### src/rtl/core/mwsg_pkg.sv
// Package with shared types, constants and waveform lookup tables for the sample generator.
package mwsg_pkg;

    // Table sizes
    localparam int SINE_TABLE_BITS = 8;
    localparam int EXP_TABLE_BITS  = 6;
    localparam int SINE_SIZE       = 1 << SINE_TABLE_BITS;
    localparam int EXP_SIZE        = (1 << EXP_TABLE_BITS) + 1;
    localparam int EXP_IDX_W       = EXP_TABLE_BITS + 1;

    // Noise generator
    localparam logic [31:0] LFSR_SEED = 32'hACE1_ACE1;
    localparam logic [31:0] LFSR_TAPS = 32'h8020_0003;

    // Fixed-point helpers used when building the tables
    localparam longint Q30_ONE    = 64'sd1073741824;
    localparam longint Q30_TWO_PI = 64'sd6746518852;

    // Phase constants (Q0.16 turns)
    localparam logic [15:0] QUARTER_TURN = 16'h4000;
    localparam logic [15:0] HALF_TURN    = 16'h8000;
    localparam logic [15:0] THREE_QUARTER_TURN = 16'hC000;

    // Queue between front and back
    localparam int Q_PTR_W = 2;
    localparam int Q_DEPTH = 1 << Q_PTR_W;

    // Configuration port
    localparam int APB_ADDR_W = 5;
    localparam int APB_DATA_W = 32;

    typedef enum logic [3:0] {
        WAVE_SINE     = 4'd0,
        WAVE_COSINE   = 4'd1,
        WAVE_SQUARE   = 4'd2,
        WAVE_TRIANGLE = 4'd3,
        WAVE_SAWTOOTH = 4'd4,
        WAVE_PULSE    = 4'd5,
        WAVE_NOISE    = 4'd6,
        WAVE_DECAY    = 4'd7,
        WAVE_ABS_SINE = 4'd8
    } t_wave;

    typedef enum logic [2:0] {
        REG_WAVE_TYPE       = 3'd0,
        REG_INVERT_OUTPUT   = 3'd1,
        REG_AMPLITUDE       = 3'd2,
        REG_CYCLES_PER_UNIT = 3'd3,
        REG_DUTY_CYCLE      = 3'd4
    } t_reg_idx;

    typedef struct packed {
        logic [3:0]  wave_type;
        logic        invert_output;
        logic [15:0] amplitude;
        logic [15:0] cycles_per_unit;
        logic [15:0] duty_cycle;
    } t_cfg;

    // One request after the front end has worked out its phase
    typedef struct packed {
        logic [15:0]          phase;
        logic [EXP_IDX_W-1:0] exp_idx;
        logic [3:0]           wave;
        logic [15:0]          noise;
    } t_item;

    typedef struct packed {
        logic full;
        logic empty;
    } t_q_status;

    typedef logic [SINE_SIZE-1:0][15:0] t_sine_rom;
    typedef logic [EXP_SIZE-1:0][16:0]  t_exp_rom;

    function automatic longint q30_to_q15(longint v);
        longint r;
        r = (v + 64'sd16384) >>> 15;
        if (r < 0) r = 0;
        if (r > 32767) r = 32767;
        return r;
    endfunction

    // Full-turn sine table in Q1.15, from a Taylor series on the first quadrant.
    function automatic t_sine_rom build_sine_rom();
        t_sine_rom rom;
        longint    f;
        longint    quad;
        longint    r;
        longint    a;
        longint    a2;
        longint    term;
        longint    sum;
        longint    m;
        for (int i = 0; i < SINE_SIZE; i++) begin
            f    = (longint'(i) << (16 - SINE_TABLE_BITS)) & 64'sh FFFF;
            quad = f >>> 14;
            r    = f & 64'sh3FFF;
            if (quad[0]) r = 64'sd16384 - r;
            a    = (r * Q30_TWO_PI) >>> 16;
            a2   = (a * a) >>> 30;
            term = a;
            sum  = a;
            term = ((term * a2) >>> 30) / 6;   sum = sum - term;
            term = ((term * a2) >>> 30) / 20;  sum = sum + term;
            term = ((term * a2) >>> 30) / 42;  sum = sum - term;
            term = ((term * a2) >>> 30) / 72;  sum = sum + term;
            term = ((term * a2) >>> 30) / 110; sum = sum - term;
            term = ((term * a2) >>> 30) / 156; sum = sum + term;
            term = ((term * a2) >>> 30) / 210; sum = sum - term;
            if (sum < 0) sum = 0;
            m = q30_to_q15(sum);
            rom[i] = quad[1] ? 16'(-m) : 16'(m);
        end
        return rom;
    endfunction

    // exp(-u) for u in [0, 1] in Q1.15; the first entry is exactly one.
    function automatic t_exp_rom build_exp_rom();
        t_exp_rom rom;
        longint   u;
        longint   term;
        longint   sum;
        longint   m;
        for (int i = 0; i < EXP_SIZE; i++) begin
            u    = longint'(i) << (30 - EXP_TABLE_BITS);
            term = Q30_ONE;
            sum  = Q30_ONE;
            term = ((term * u) >>> 30) / 1;  sum = sum - term;
            term = ((term * u) >>> 30) / 2;  sum = sum + term;
            term = ((term * u) >>> 30) / 3;  sum = sum - term;
            term = ((term * u) >>> 30) / 4;  sum = sum + term;
            term = ((term * u) >>> 30) / 5;  sum = sum - term;
            term = ((term * u) >>> 30) / 6;  sum = sum + term;
            term = ((term * u) >>> 30) / 7;  sum = sum - term;
            term = ((term * u) >>> 30) / 8;  sum = sum + term;
            term = ((term * u) >>> 30) / 9;  sum = sum - term;
            term = ((term * u) >>> 30) / 10; sum = sum + term;
            term = ((term * u) >>> 30) / 11; sum = sum - term;
            term = ((term * u) >>> 30) / 12; sum = sum + term;
            term = ((term * u) >>> 30) / 13; sum = sum - term;
            m = q30_to_q15(sum);
            if (i == 0 && m == 32767) begin
                rom[i] = 17'd32768;
            end else begin
                rom[i] = 17'(m);
            end
        end
        return rom;
    endfunction

    localparam t_sine_rom SINE_ROM = build_sine_rom();
    localparam t_exp_rom  EXP_ROM  = build_exp_rom();

endpackage

### src/rtl/core/mwsg_ifs.sv
// Valid/ready channel interfaces for the sample generator's request and result streams.
interface mwsg_in_if;
    logic               valid;
    logic               ready;
    logic signed [15:0] x_position;
    logic        [15:0] time_phase;

    modport source (output valid, output x_position, output time_phase, input ready);
    modport sink   (input valid, input x_position, input time_phase, output ready);
endinterface

interface mwsg_out_if;
    logic               valid;
    logic               ready;
    logic signed [15:0] sample;

    modport source (output valid, output sample, input ready);
    modport sink   (input valid, input sample, output ready);
endinterface

### src/rtl/core/mwsg_regs.sv
// APB configuration register file for the sample generator.
module mwsg_regs (
    input  logic                             i_clk,
    input  logic                             i_rst_n,
    input  logic                             psel,
    input  logic                             penable,
    input  logic                             pwrite,
    input  logic [mwsg_pkg::APB_ADDR_W-1:0]  paddr,
    input  logic [mwsg_pkg::APB_DATA_W-1:0]  pwdata,
    output logic [mwsg_pkg::APB_DATA_W-1:0]  prdata,
    output logic                             pready,
    output mwsg_pkg::t_cfg                   o_cfg
);

    mwsg_pkg::t_cfg r_cfg;
    logic           wr_en;
    logic [2:0]     reg_idx;

    assign pready  = 1'b1;
    assign wr_en   = psel && penable && pwrite;
    assign reg_idx = paddr[4:2];

    always_ff @(posedge i_clk) begin
        if (!i_rst_n) begin
            r_cfg.wave_type       <= mwsg_pkg::WAVE_SINE;
            r_cfg.invert_output   <= 1'b0;
            r_cfg.amplitude       <= 16'd32768;
            r_cfg.cycles_per_unit <= 16'd4096;
            r_cfg.duty_cycle      <= 16'd32768;
        end else if (wr_en) begin
            case (mwsg_pkg::t_reg_idx'(reg_idx))
                mwsg_pkg::REG_WAVE_TYPE:       r_cfg.wave_type       <= pwdata[3:0];
                mwsg_pkg::REG_INVERT_OUTPUT:   r_cfg.invert_output   <= pwdata[0];
                mwsg_pkg::REG_AMPLITUDE:       r_cfg.amplitude       <= pwdata[15:0];
                mwsg_pkg::REG_CYCLES_PER_UNIT: r_cfg.cycles_per_unit <= pwdata[15:0];
                mwsg_pkg::REG_DUTY_CYCLE:      r_cfg.duty_cycle      <= pwdata[15:0];
                default: ;
            endcase
        end
    end

    always_comb begin
        case (mwsg_pkg::t_reg_idx'(reg_idx))
            mwsg_pkg::REG_WAVE_TYPE:       prdata = {28'd0, r_cfg.wave_type};
            mwsg_pkg::REG_INVERT_OUTPUT:   prdata = {31'd0, r_cfg.invert_output};
            mwsg_pkg::REG_AMPLITUDE:       prdata = {16'd0, r_cfg.amplitude};
            mwsg_pkg::REG_CYCLES_PER_UNIT: prdata = {16'd0, r_cfg.cycles_per_unit};
            mwsg_pkg::REG_DUTY_CYCLE:      prdata = {16'd0, r_cfg.duty_cycle};
            default:                       prdata = '0;
        endcase
    end

    assign o_cfg = r_cfg;

endmodule

### src/rtl/core/mwsg_front.sv
// Front end: accepts requests, computes the phase and exp index, and steps the noise LFSR.
module mwsg_front (
    input  logic                i_clk,
    input  logic                i_rst_n,
    input  mwsg_pkg::t_cfg      i_cfg,
    mwsg_in_if.sink             i_req,
    input  mwsg_pkg::t_q_status i_q_status,
    output logic                o_push,
    output mwsg_pkg::t_item     o_item
);

    logic [31:0]        r_lfsr;
    logic [31:0]        n_lfsr;
    logic signed [32:0] prod;
    logic [15:0]        abs_x;
    logic               is_noise;

    assign i_req.ready = !i_q_status.full;
    assign o_push      = i_req.valid && !i_q_status.full;
    assign is_noise    = (i_cfg.wave_type == mwsg_pkg::WAVE_NOISE);

    // cycles_per_unit (Q4.12) times x (Q1.15) is Q5.27; bits 26..11 are the Q0.16 turn.
    assign prod  = $signed({1'b0, i_cfg.cycles_per_unit}) * i_req.x_position;
    assign abs_x = i_req.x_position[15] ? 16'(-i_req.x_position) : i_req.x_position;

    // Galois step: shift right and fold in the taps when the dropped bit was one.
    assign n_lfsr = (r_lfsr >> 1) ^ (r_lfsr[0] ? mwsg_pkg::LFSR_TAPS : 32'd0);

    always_comb begin
        o_item.phase   = prod[26:11] + i_req.time_phase;
        o_item.exp_idx = abs_x[15 -: mwsg_pkg::EXP_IDX_W];
        o_item.wave    = i_cfg.wave_type;
        o_item.noise   = n_lfsr[31:16];
    end

    always_ff @(posedge i_clk) begin
        if (!i_rst_n) begin
            r_lfsr <= mwsg_pkg::LFSR_SEED;
        end else if (o_push && is_noise) begin
            r_lfsr <= n_lfsr;
        end
    end

endmodule

### src/rtl/core/mwsg_queue.sv
// Small FIFO that decouples the front end from the back end.
module mwsg_queue (
    input  logic                i_clk,
    input  logic                i_rst_n,
    input  logic                i_push,
    input  mwsg_pkg::t_item     i_item,
    input  logic                i_pop,
    output mwsg_pkg::t_item     o_item,
    output mwsg_pkg::t_q_status o_status
);

    mwsg_pkg::t_item              r_mem [mwsg_pkg::Q_DEPTH];
    logic [mwsg_pkg::Q_PTR_W-1:0] r_wr_ptr;
    logic [mwsg_pkg::Q_PTR_W-1:0] r_rd_ptr;
    logic [mwsg_pkg::Q_PTR_W:0]   r_count;

    assign o_status.full  = (r_count == (mwsg_pkg::Q_PTR_W + 1)'(mwsg_pkg::Q_DEPTH));
    assign o_status.empty = (r_count == '0);
    assign o_item         = r_mem[r_rd_ptr];

    always_ff @(posedge i_clk) begin
        if (i_push) begin
            r_mem[r_wr_ptr] <= i_item;
        end
    end

    always_ff @(posedge i_clk) begin
        if (!i_rst_n) begin
            r_wr_ptr <= '0;
            r_rd_ptr <= '0;
            r_count  <= '0;
        end else begin
            if (i_push) r_wr_ptr <= r_wr_ptr + 1'b1;
            if (i_pop)  r_rd_ptr <= r_rd_ptr + 1'b1;
            case ({i_push, i_pop})
                2'b10:   r_count <= r_count + 1'b1;
                2'b01:   r_count <= r_count - 1'b1;
                default: r_count <= r_count;
            endcase
        end
    end

endmodule

### src/rtl/core/mwsg_back.sv
// Back end: table lookup, waveform shaping, decay product, gain scaling and saturation.
module mwsg_back (
    input  logic                i_clk,
    input  logic                i_rst_n,
    input  mwsg_pkg::t_cfg      i_cfg,
    input  mwsg_pkg::t_item     i_item,
    input  mwsg_pkg::t_q_status i_q_status,
    output logic                o_pop,
    mwsg_out_if.source          o_rsp
);

    // Stage valid bits; the last one is the output register.
    logic r_v1;
    logic r_v2;
    logic r_v3;
    logic adv;

    // Stage 1 results
    logic signed [16:0] r_w1;
    logic signed [15:0] r_sv;
    logic        [16:0] r_e;
    logic               r_decay;

    // Stage 2 result
    logic signed [16:0] r_w2;

    // Stage 3 result
    logic signed [15:0] r_sample;

    // Stage 1 signals
    logic [15:0]                         sine_phase;
    logic [mwsg_pkg::SINE_TABLE_BITS-1:0] sine_idx;
    logic signed [15:0]                  sv;
    logic signed [18:0]                  twice_p;
    logic signed [18:0]                  tri_w;
    logic signed [16:0]                  n_w1;

    // Stage 2 signals
    logic signed [33:0] dec_prod;
    logic signed [33:0] dec_sum;
    logic signed [16:0] w_pre;
    logic signed [16:0] n_w2;

    // Stage 3 signals
    logic signed [33:0] amp_prod;
    logic signed [33:0] amp_sum;
    logic signed [33:0] y;
    logic signed [15:0] n_sample;

    // The whole back pipeline moves together unless the result register is held.
    assign adv   = !r_v3 || o_rsp.ready;
    assign o_pop = adv && !i_q_status.empty;

    always_comb begin
        sine_phase = (i_item.wave == mwsg_pkg::WAVE_COSINE) ?
                     i_item.phase + mwsg_pkg::QUARTER_TURN : i_item.phase;
        sine_idx   = sine_phase[15 -: mwsg_pkg::SINE_TABLE_BITS];
        sv         = $signed(mwsg_pkg::SINE_ROM[sine_idx]);
        twice_p    = $signed({2'b0, i_item.phase, 1'b0});

        if (i_item.phase < mwsg_pkg::QUARTER_TURN) begin
            tri_w = twice_p;
        end else if (i_item.phase < mwsg_pkg::THREE_QUARTER_TURN) begin
            tri_w = 19'sd65536 - twice_p;
        end else begin
            tri_w = twice_p - 19'sd131072;
        end

        case (mwsg_pkg::t_wave'(i_item.wave))
            mwsg_pkg::WAVE_SINE,
            mwsg_pkg::WAVE_COSINE:   n_w1 = 17'(sv);
            mwsg_pkg::WAVE_SQUARE:   n_w1 = (i_item.phase != 16'd0 && !i_item.phase[15]) ?
                                            17'sd32768 : -17'sd32768;
            mwsg_pkg::WAVE_TRIANGLE: n_w1 = tri_w[16:0];
            mwsg_pkg::WAVE_SAWTOOTH: n_w1 = 17'($signed(i_item.phase));
            mwsg_pkg::WAVE_PULSE:    n_w1 = (i_item.phase < i_cfg.duty_cycle) ?
                                            17'sd32768 : -17'sd32768;
            mwsg_pkg::WAVE_NOISE:    n_w1 = 17'($signed(i_item.noise));
            mwsg_pkg::WAVE_ABS_SINE: n_w1 = sv[15] ? -17'(sv) : 17'(sv);
            default:                 n_w1 = '0;
        endcase
    end

    // Decaying sine: sine times exp(-|x|), rounded half up back to Q1.15.
    always_comb begin
        dec_prod = r_sv * $signed({1'b0, r_e});
        dec_sum  = dec_prod + 34'sd16384;
        w_pre    = r_decay ? dec_sum[31:15] : r_w1;
        n_w2     = i_cfg.invert_output ? -w_pre : w_pre;
    end

    // Gain in unsigned Q1.15, rounded half up and clamped to the signed Q1.15 range.
    always_comb begin
        amp_prod = r_w2 * $signed({1'b0, i_cfg.amplitude});
        amp_sum  = amp_prod + 34'sd16384;
        y        = amp_sum >>> 15;
        if (y > 34'sd32767) begin
            n_sample = 16'sh7FFF;
        end else if (y < -34'sd32768) begin
            n_sample = 16'sh8000;
        end else begin
            n_sample = y[15:0];
        end
    end

    always_ff @(posedge i_clk) begin
        if (!i_rst_n) begin
            r_v1 <= 1'b0;
            r_v2 <= 1'b0;
            r_v3 <= 1'b0;
        end else if (adv) begin
            r_v1 <= !i_q_status.empty;
            r_v2 <= r_v1;
            r_v3 <= r_v2;
        end
    end

    always_ff @(posedge i_clk) begin
        if (adv) begin
            r_w1     <= n_w1;
            r_sv     <= sv;
            r_e      <= mwsg_pkg::EXP_ROM[i_item.exp_idx];
            r_decay  <= (i_item.wave == mwsg_pkg::WAVE_DECAY);
            r_w2     <= n_w2;
            r_sample <= n_sample;
        end
    end

    assign o_rsp.valid  = r_v3;
    assign o_rsp.sample = r_sample;

endmodule

### src/rtl/core/multi_waveform_sample_generator.sv
// Top level of the multi-waveform sample generator.
//
//   Port         Direction  Handshake        Payload
//   i_req        in         valid / ready    x_position (s16 Q1.15), time_phase (u16 turns)
//   o_rsp        out        valid / ready    sample (s16 Q1.15)
//   APB (p*)     in/out     psel + penable   wave_type, invert_output, amplitude,
//                                            cycles_per_unit, duty_cycle
//
// One request is accepted per clock while the four-entry queue has room, and one result
// leaves per clock while the sink takes it. An accepted request is written into the queue
// at the accepting edge, then passes through three registered back-end stages (table
// lookup, decay product, gain multiply with saturation) before its result is valid.
// Reset is synchronous and active low; it loads the register defaults, reseeds the noise
// LFSR and empties the queue and the back-end pipeline. There is no clearing pass.
// A stalled result holds the back end; the front keeps accepting until the queue fills.
module multi_waveform_sample_generator (
    input  logic                             i_clk,
    input  logic                             i_rst_n,
    input  logic                             psel,
    input  logic                             penable,
    input  logic                             pwrite,
    input  logic [mwsg_pkg::APB_ADDR_W-1:0]  paddr,
    input  logic [mwsg_pkg::APB_DATA_W-1:0]  pwdata,
    output logic [mwsg_pkg::APB_DATA_W-1:0]  prdata,
    output logic                             pready,
    mwsg_in_if.sink                          i_req,
    mwsg_out_if.source                       o_rsp
);

    mwsg_pkg::t_cfg      cfg;
    mwsg_pkg::t_item     push_item;
    mwsg_pkg::t_item     head_item;
    mwsg_pkg::t_q_status q_status;
    logic                push;
    logic                pop;

    // Software must write these registers only while no request is in flight; unenforced.
    mwsg_regs u_regs (
        .i_clk   (i_clk),
        .i_rst_n (i_rst_n),
        .psel    (psel),
        .penable (penable),
        .pwrite  (pwrite),
        .paddr   (paddr),
        .pwdata  (pwdata),
        .prdata  (prdata),
        .pready  (pready),
        .o_cfg   (cfg)
    );

    // The front end turns position and time into a phase in turns, picks the exp table
    // index from |x| and advances the noise LFSR once for every noise request it accepts.
    mwsg_front u_front (
        .i_clk      (i_clk),
        .i_rst_n    (i_rst_n),
        .i_cfg      (cfg),
        .i_req      (i_req),
        .i_q_status (q_status),
        .o_push     (push),
        .o_item     (push_item)
    );

    // The queue lets the front keep taking requests while a result waits at the output.
    mwsg_queue u_queue (
        .i_clk    (i_clk),
        .i_rst_n  (i_rst_n),
        .i_push   (push),
        .i_item   (push_item),
        .i_pop    (pop),
        .o_item   (head_item),
        .o_status (q_status)
    );

    // The back end shapes the waveform, applies inversion and gain, and holds the result
    // in its output register until the sink takes it.
    mwsg_back u_back (
        .i_clk      (i_clk),
        .i_rst_n    (i_rst_n),
        .i_cfg      (cfg),
        .i_item     (head_item),
        .i_q_status (q_status),
        .o_pop      (pop),
        .o_rsp      (o_rsp)
    );

endmodule

### src/flat_wrapper.sv
// flat-port wrapper written by rule: the top's interface ports become plain ports
module multi_waveform_sample_generator_flat 
  (i_clk, i_rst_n, psel, penable, pwrite, paddr, pwdata, prdata, pready, i_req_valid, i_req_x_position, i_req_time_phase, i_req_ready, o_rsp_valid, o_rsp_sample, o_rsp_ready);
  mwsg_in_if i_req_i ();
  mwsg_out_if o_rsp_i ();
  input  logic i_clk;
  input  logic i_rst_n;
  input  logic psel;
  input  logic penable;
  input  logic pwrite;
  input  logic [mwsg_pkg::APB_ADDR_W-1:0] paddr;
  input  logic [mwsg_pkg::APB_DATA_W-1:0] pwdata;
  output logic [mwsg_pkg::APB_DATA_W-1:0] prdata;
  output logic pready;
  input wire logic [$bits(i_req_i.valid)-1:0] i_req_valid;
  input wire logic [$bits(i_req_i.x_position)-1:0] i_req_x_position;
  input wire logic [$bits(i_req_i.time_phase)-1:0] i_req_time_phase;
  output wire logic [$bits(i_req_i.ready)-1:0] i_req_ready;
  output wire logic [$bits(o_rsp_i.valid)-1:0] o_rsp_valid;
  output wire logic [$bits(o_rsp_i.sample)-1:0] o_rsp_sample;
  input wire logic [$bits(o_rsp_i.ready)-1:0] o_rsp_ready;
  assign i_req_i.valid = i_req_valid;
  assign i_req_i.x_position = i_req_x_position;
  assign i_req_i.time_phase = i_req_time_phase;
  assign i_req_ready = i_req_i.ready;
  assign o_rsp_valid = o_rsp_i.valid;
  assign o_rsp_sample = o_rsp_i.sample;
  assign o_rsp_i.ready = o_rsp_ready;
  multi_waveform_sample_generator u_core (.i_clk(i_clk), .i_rst_n(i_rst_n), .psel(psel), .penable(penable), .pwrite(pwrite), .paddr(paddr), .pwdata(pwdata), .prdata(prdata), .pready(pready), .i_req(i_req_i), .o_rsp(o_rsp_i));
endmodule
### config.mk
export PLATFORM = sky130hd
export DESIGN_NAME = multi_waveform_sample_generator_flat
export DESIGN_NICKNAME = d
export VERILOG_FILES = /design/src/rtl/core/mwsg_pkg.sv /design/src/rtl/core/mwsg_ifs.sv /design/src/rtl/core/mwsg_regs.sv /design/src/rtl/core/mwsg_front.sv /design/src/rtl/core/mwsg_queue.sv /design/src/rtl/core/mwsg_back.sv /design/src/rtl/core/multi_waveform_sample_generator.sv /design/src/flat_wrapper.sv
export SDC_FILE = /design/constraint.sdc
export NUM_CORES = 2
export LEC_CHECK = 0
export BUFFER_PORTS_ARGS = -buffer_cell sky130_fd_sc_hd__buf_4
export CORE_MARGIN = 5
export CORE_UTILIZATION = 31
export CTS_BUF_LIST = sky130_fd_sc_hd__clkbuf_16
export DETAILED_ROUTE_END_ITERATION = 8
export PLACE_DENSITY = 0.5
export SLEW_MARGIN = 10
export SYNTH_ARGS = -nofsm -noshare
export SYNTH_HDL_FRONTEND = slang
export SYNTH_SLANG_ARGS = --single-unit
### constraint.sdc
create_clock -name i_clk -period 19.8 [get_ports i_clk]
set_clock_uncertainty 0.1 [all_clocks]
set_input_delay 5.94 -clock i_clk [delete_from_list [all_inputs] [get_ports i_clk]]
set_output_delay 5.94 -clock i_clk [all_outputs]
set_load 0.005 [all_outputs]
======== Word-level counts from Yosys, hierarchy flattened ========
Memory sizes are Yosys's and may differ from the RTL's. A register that Yosys moved wholly into a read port is not among the register bits.
Cells that the tools add are included.
cells by class
  add/subtract/negate cells ............... 13
  multiply operators ...................... 3
  order comparisons ....................... 6
  equality and inequality tests ........... 16
  mux-type cells .......................... 19
  bitwise logic cells ..................... 1
  reductions and logical operators ........ 22
operators with widths
  kind                      number
  $mux W17                  7
  $pmux W17 S7              1
  $pmux W16 S5              1
  $mux W16                  4
  $add A34 B16 Y34 const B  1
  $mul A17 B17 Y34          1
  $add A32 B16 Y32 const B  1
  $mul A16 B18 Y32          1
  $mux W32                  1
  $xor A31 B32 Y32          1
  $mul A17 B16 Y27          1
  $eq A4 B3 Y1 const B      5
  $gt A19 B16 Y1 const B    1
  $lt A19 B16 Y1 const B    1
  $neg A16 Y17              1
  $neg A17 Y17              1
  $sub A17 B1 Y17 const B   1
  $sub A17 B17 Y17 const A  1
  $add A16 B15 Y16 const B  1
  $add A16 B16 Y16          1
  $lt A16 B15 Y1 const B    1
  $lt A16 B16 Y1            1
  $lt A16 B16 Y1 const B    1
  $neg A16 Y16              1
  other kinds (24)          43
word-level totals
  register bits ........................... 162
  RAM bits ................................ 172
  memory bits (read-only) ................. 6272
  bits of input ports ..................... 76
  output and inout port bits .............. 51
  word-level logic and storage cells ...... 100
  memories ................................ 3
memories
  memory                depth  width  rd ports  clocked after Yosys merged registers in  wr ports  line              RTL
  (no name shown)       256    16     1         0                                        0         mwsg_back.sv:58   sv = $signed(mwsg_pkg::SINE_ROM[sine_idx]);
  (no name shown)       128    17     1         1                                        0         mwsg_back.sv:122  r_e <= mwsg_pkg::EXP_ROM[i_item.exp_idx];
  u_core.u_queue.r_mem  4      43     1         1                                        1         mwsg_queue.sv:12  mwsg_pkg::t_item r_mem [mwsg_pkg::Q_DEPTH];

======== Depth between registers and ports, before layout ========
  depth after elaboration ................. 7
  depth in mapped cells ................... 33
  depth with buffers taken out ............ 32

======== Modules after synthesis ========
From an unflattened synthesis, not the netlist that was laid out.
second synthesis, totals
  cells, all modules ...................... 5232
  area total of the unflattened synthesis .. 48874.4 µm²
modules (own cells, without submodules)
  module      times used  cells each  area an instance (µm²)  seq. area each (µm²)
  mwsg_back   1           3554        29963.7                 2552.4
  mwsg_front  1           1128        9639.2                  640.6
  mwsg_queue  1           271         6710.2                  5345.1
  mwsg_regs   1           279         2561.2                  1061.0

======== Worst setup path after synthesis ========
Ideal clock, no wire load.
  path kind ............................... in2out
  start ................................... input paddr[2] in the netlist's numbering
  end ..................................... output prdata[10] in the netlist's numbering
  arrival time ............................ 7017 ps
  data required time ...................... 13760 ps
  path slack .............................. 6743 ps
  cell stages on the path ................. 4
  path buffers ............................ 2
  cells stage by stage .................... clkbuf_1 > buf_1 > mux2i_1 > o22ai_1
on the way
  word-level cells in the longest chain between the ends .. 2
  elaborated cells between the ends (all ways) .. 6
  classes of those cells .................. 4 x eq/ne; 1 x mux; 1 x reduce/logical
RTL lines
  item                                  line                RTL
  start, declared                       flat_wrapper.sv:11  input logic [mwsg_pkg::APB_ADDR_W-1:0] paddr;
  $eq A3 B3 Y1 (tied with other cells)  mwsg_regs.sv:43     case (mwsg_pkg::t_reg_idx'(reg_idx))
  $pmux W16 S5 *                        mwsg_regs.sv:43
  end, declared                         flat_wrapper.sv:13  output logic [mwsg_pkg::APB_DATA_W-1:0] prdata;
Every way passes the cells marked *; elsewhere a longest branch is shown, timed or not.

======== Worst setup path after layout ========
  start ................................... input paddr[2] in the netlist's numbering
  end ..................................... output prdata[6] in the netlist's numbering
The elaborated chain is that of the path after synthesis.

==> metrics <==
HPWL reported at the end of detailed placement=104,200 um; post-CTS resize count=0; Peak Freq=0.07338 GHz; Gate Count Post-Synth=5,250; final hold violation count=0; vertical die dimension=404.5 um; path class of the lowest-slack min-delay path=flop to flop; most area-hungry cell type in the Yosys netlist=fa_1; Yosys warnings=0; pre-CTS worst setup slack=5.584 ns; maximum fanout encountered on the critical timing path=20; data arrival time of the worst path=7.59 ns; die footprint=0.1636 mm2; post-route non-filler standard cell count=7,241; overflow left after global routing=0; number of antenna violations at the first check in global routing=3; cell count after placement=7,165; Core Region=0.1544 mm2; count of routing violations after the opening detailed-route iteration=2,946; total negative slack=0 ns; clock sink total=352; part of the Yosys area used for sequential elements=0.1990; number of enable-type register cells in the synthesized netlist=255; layout cell share with drive strength beyond 1=0.06216; CTS tree=built; nature of the critical path endpoint=primary output; clock buffers created by TritonCTS=41; total number of vias=36,640; Layout fillers=15,960; sort of element at the start of the critical path=primary input; dominant cells by area after synthesis=fa_1 28%, edfxtp_1 16%, ha_1 9.8%; global-route wire length before repair=224,600 um; average instance area after synthesis=9.190 um2; maximum root-to-sink buffer count=3; leading register cell type out of synthesis=edfxtp_1; die boundary width=404.5 um; detailed-route DRC error count=2; detailed-router iteration count before antenna repair=9; count of hold-fix buffers inserted at cts=0; root buffer cell=clkbuf_16; highest-utilization routing layer at the global route stage=met2; gp weighted congestion=0.8996; largest net degree at the start of global routing=97; Synth top area share=0.2755; floorplan row count=144; unrepaired setup endpoints after global routing=no; Clock H-tree levels=2; type of the worst setup path=primary input to primary output; flop and latch count out of synthesis=352; clock slew seen by the registers of the worst setup and hold paths=0.06 ns; number of global-route vias before repair=38,160; violations in the final reports=design-rule violations; Distinct cells, synth=84; synth-to-layout area growth=8.195%; most used standard cell by instance count after synthesis=inv_1; worst setup slack after layout=6.172 ns; most instantiated cells after synthesis=910 x inv_1, 665 x nand2_1, 664 x fa_1; number of max-cap violations=0; antenna violation net count after detailed routing=0; required time at the endpoint of the critical path=13.76 ns; wire per inst=19.44 um; transition time at the pin with the least slew margin=1.204 ns; Post-CTS Setup Inserts=0; worst rel slew slack=0.1947; Layout Nets=6,280; met2 usage=0.2836; Initial Utilization=0.3125; drt via density=5.060; Period Utilization, post-route=0.6883; total routing resource utilization after global routing=0.1730; run status=finished, violations left; count of pins on the block boundary=127; final max-slew violation count=0; routing usage on met1=0.2418; end-of-flow core utilization=0.3381; number of endpoints failing setup at the final stage=0; Netlist Area Pre-Place=0.04825 mm2; final worst path period need=13.63 ns; share of flip-flops with an asynchronous set or reset after synthesis=0; number of buffer cells added on primary ports=91; Routed WL=140,800 um; Skew-Pair Late Insertion Delay=0.60 ns; met3 usage in global routing=0.02213
-- layout make-up --
cell class	instances	area [um2]	area share
Multi-Input combinational cell	3689	34050	0.6524
Antenna cell	1	2.502	0.00004794
Timing Repair Buffer	165	1239	0.02373
Inverter	915	3437	0.06584
Sequential cell	352	9604	0.1840
Clock inverter	34	281.5	0.005393
Clock buffer	41	1026	0.01965
Tap cell	2044	2557	0.04899
-- cell usage in the layout (no fill, tap or decap), drive strengths merged, types with 18 or more instances in the layout --
cell | netlist | routed
fa | 664 | 664
buf | 65 | 165
o21a | 20 | 20
mux2i | 43 | 43
ha | 376 | 376
nor2b | 26 | 26
clkinv | 4 | 26
o211ai | 44 | 44
o221ai | 19 | 19
nand3 | 81 | 81
nand2b | 63 | 63
or2 | 20 | 20
and2 | 413 | 413
o311ai | 19 | 19
o21ai | 140 | 140
nor3 | 48 | 48
a211oi | 29 | 29
xnor2 | 96 | 96
clkbuf | 244 | 41
nand4 | 18 | 18
dfxtp | 97 | 97
nand2 | 665 | 665
a21oi | 176 | 176
o31ai | 27 | 27
o22ai | 35 | 35
mux4 | 37 | 37
a31oi | 24 | 24
a21boi | 77 | 77
or3 | 23 | 23
xor2 | 31 | 31
nor2 | 164 | 164
inv | 911 | 919
edfxtp | 255 | 255
a21o | 51 | 51
-- state kept, by name, summed over array words and instances (netlist names), named ones only --
register / count
u_core.u_back.r_sv: 16
u_core.u_front.r_lfsr: 32
u_core.u_queue.r_count: 3
u_core.u_queue.r_mem: 172
u_core.u_regs.o_cfg: 53
u_core.u_back.r_e: 16
u_core.u_back.o_rsp.valid: 1
u_core.u_back.o_rsp.sample: 16
u_core.u_queue.r_rd_ptr: 2
u_core.u_back.r_w2: 17
u_core.u_back.r_v1: 1
u_core.u_back.r_decay: 1
u_core.u_back.r_v2: 1
u_core.u_queue.r_wr_ptr: 2
u_core.u_back.r_w1: 17
-- critical path, cell delays in order --
cell and delay (ns):
buf_4 0.21, nor2_1 0.42, nand2_1 0.42, o22ai_1 0.41, buf_4 0.17
-- stage by stage --
stage	hold WS (ns)	instance area, um2
after floorplan	0.3404	48300
after global placement	0.3493	50890
final	0.3633	52200
after detailed placement	0.3570	50890
after CTS	0.3684	52200
after global routing	0.3886	52200
-- routing by layer --
metal  part of all wire  vias to the layer above
met5                  0                        -
met4              0.028                        0
met3              0.057                      226
met2               0.46                     1134
met1               0.45                    18400
li1                   -                    16880
-- cell families (layout without fill, tap and decap cells) --
family / count (synthesis) / after routing / synth area share
AOI/OAI and AO/OA: 827 / 827 / 0.1169
xor gates and xnor gates: 127 / 127 / 0.02305
and+or+nand+nor: 1581 / 1581 / 0.1602
other: 2 / 18 / 0.0001557
buffers and inverters: 1224 / 1155 / 0.09753
muxes: 97 / 97 / 0.03016
adders and majority gates: 1040 / 1040 / 0.3730
DFF: 352 / 352 / 0.1990
-- path summary, 6_finish.rpt --
kind	startpoint	end	slack (ns)	cells past startpoint
worst max-delay path	paddr[2]	prdata[6]	6.17	5
worst min-delay path	u_core.u_front.r_lfsr[6]$_SDFFE_PN1P_	u_core.u_front.r_lfsr[5]$_SDFFE_PN1P_	0.36	2
worst max register to register	u_core.u_regs.o_cfg[20]$_SDFFE_PN0P_	u_core.u_queue.r_mem[0][41]$_DFFE_PP_	11.01	29
worst min register to register	u_core.u_front.r_lfsr[6]$_SDFFE_PN1P_	u_core.u_front.r_lfsr[5]$_SDFFE_PN1P_	0.36	2
Power is left out: the tool's default activity adds up to more than one toggle a clock period on the data nets, which glitch-free logic cannot reach.
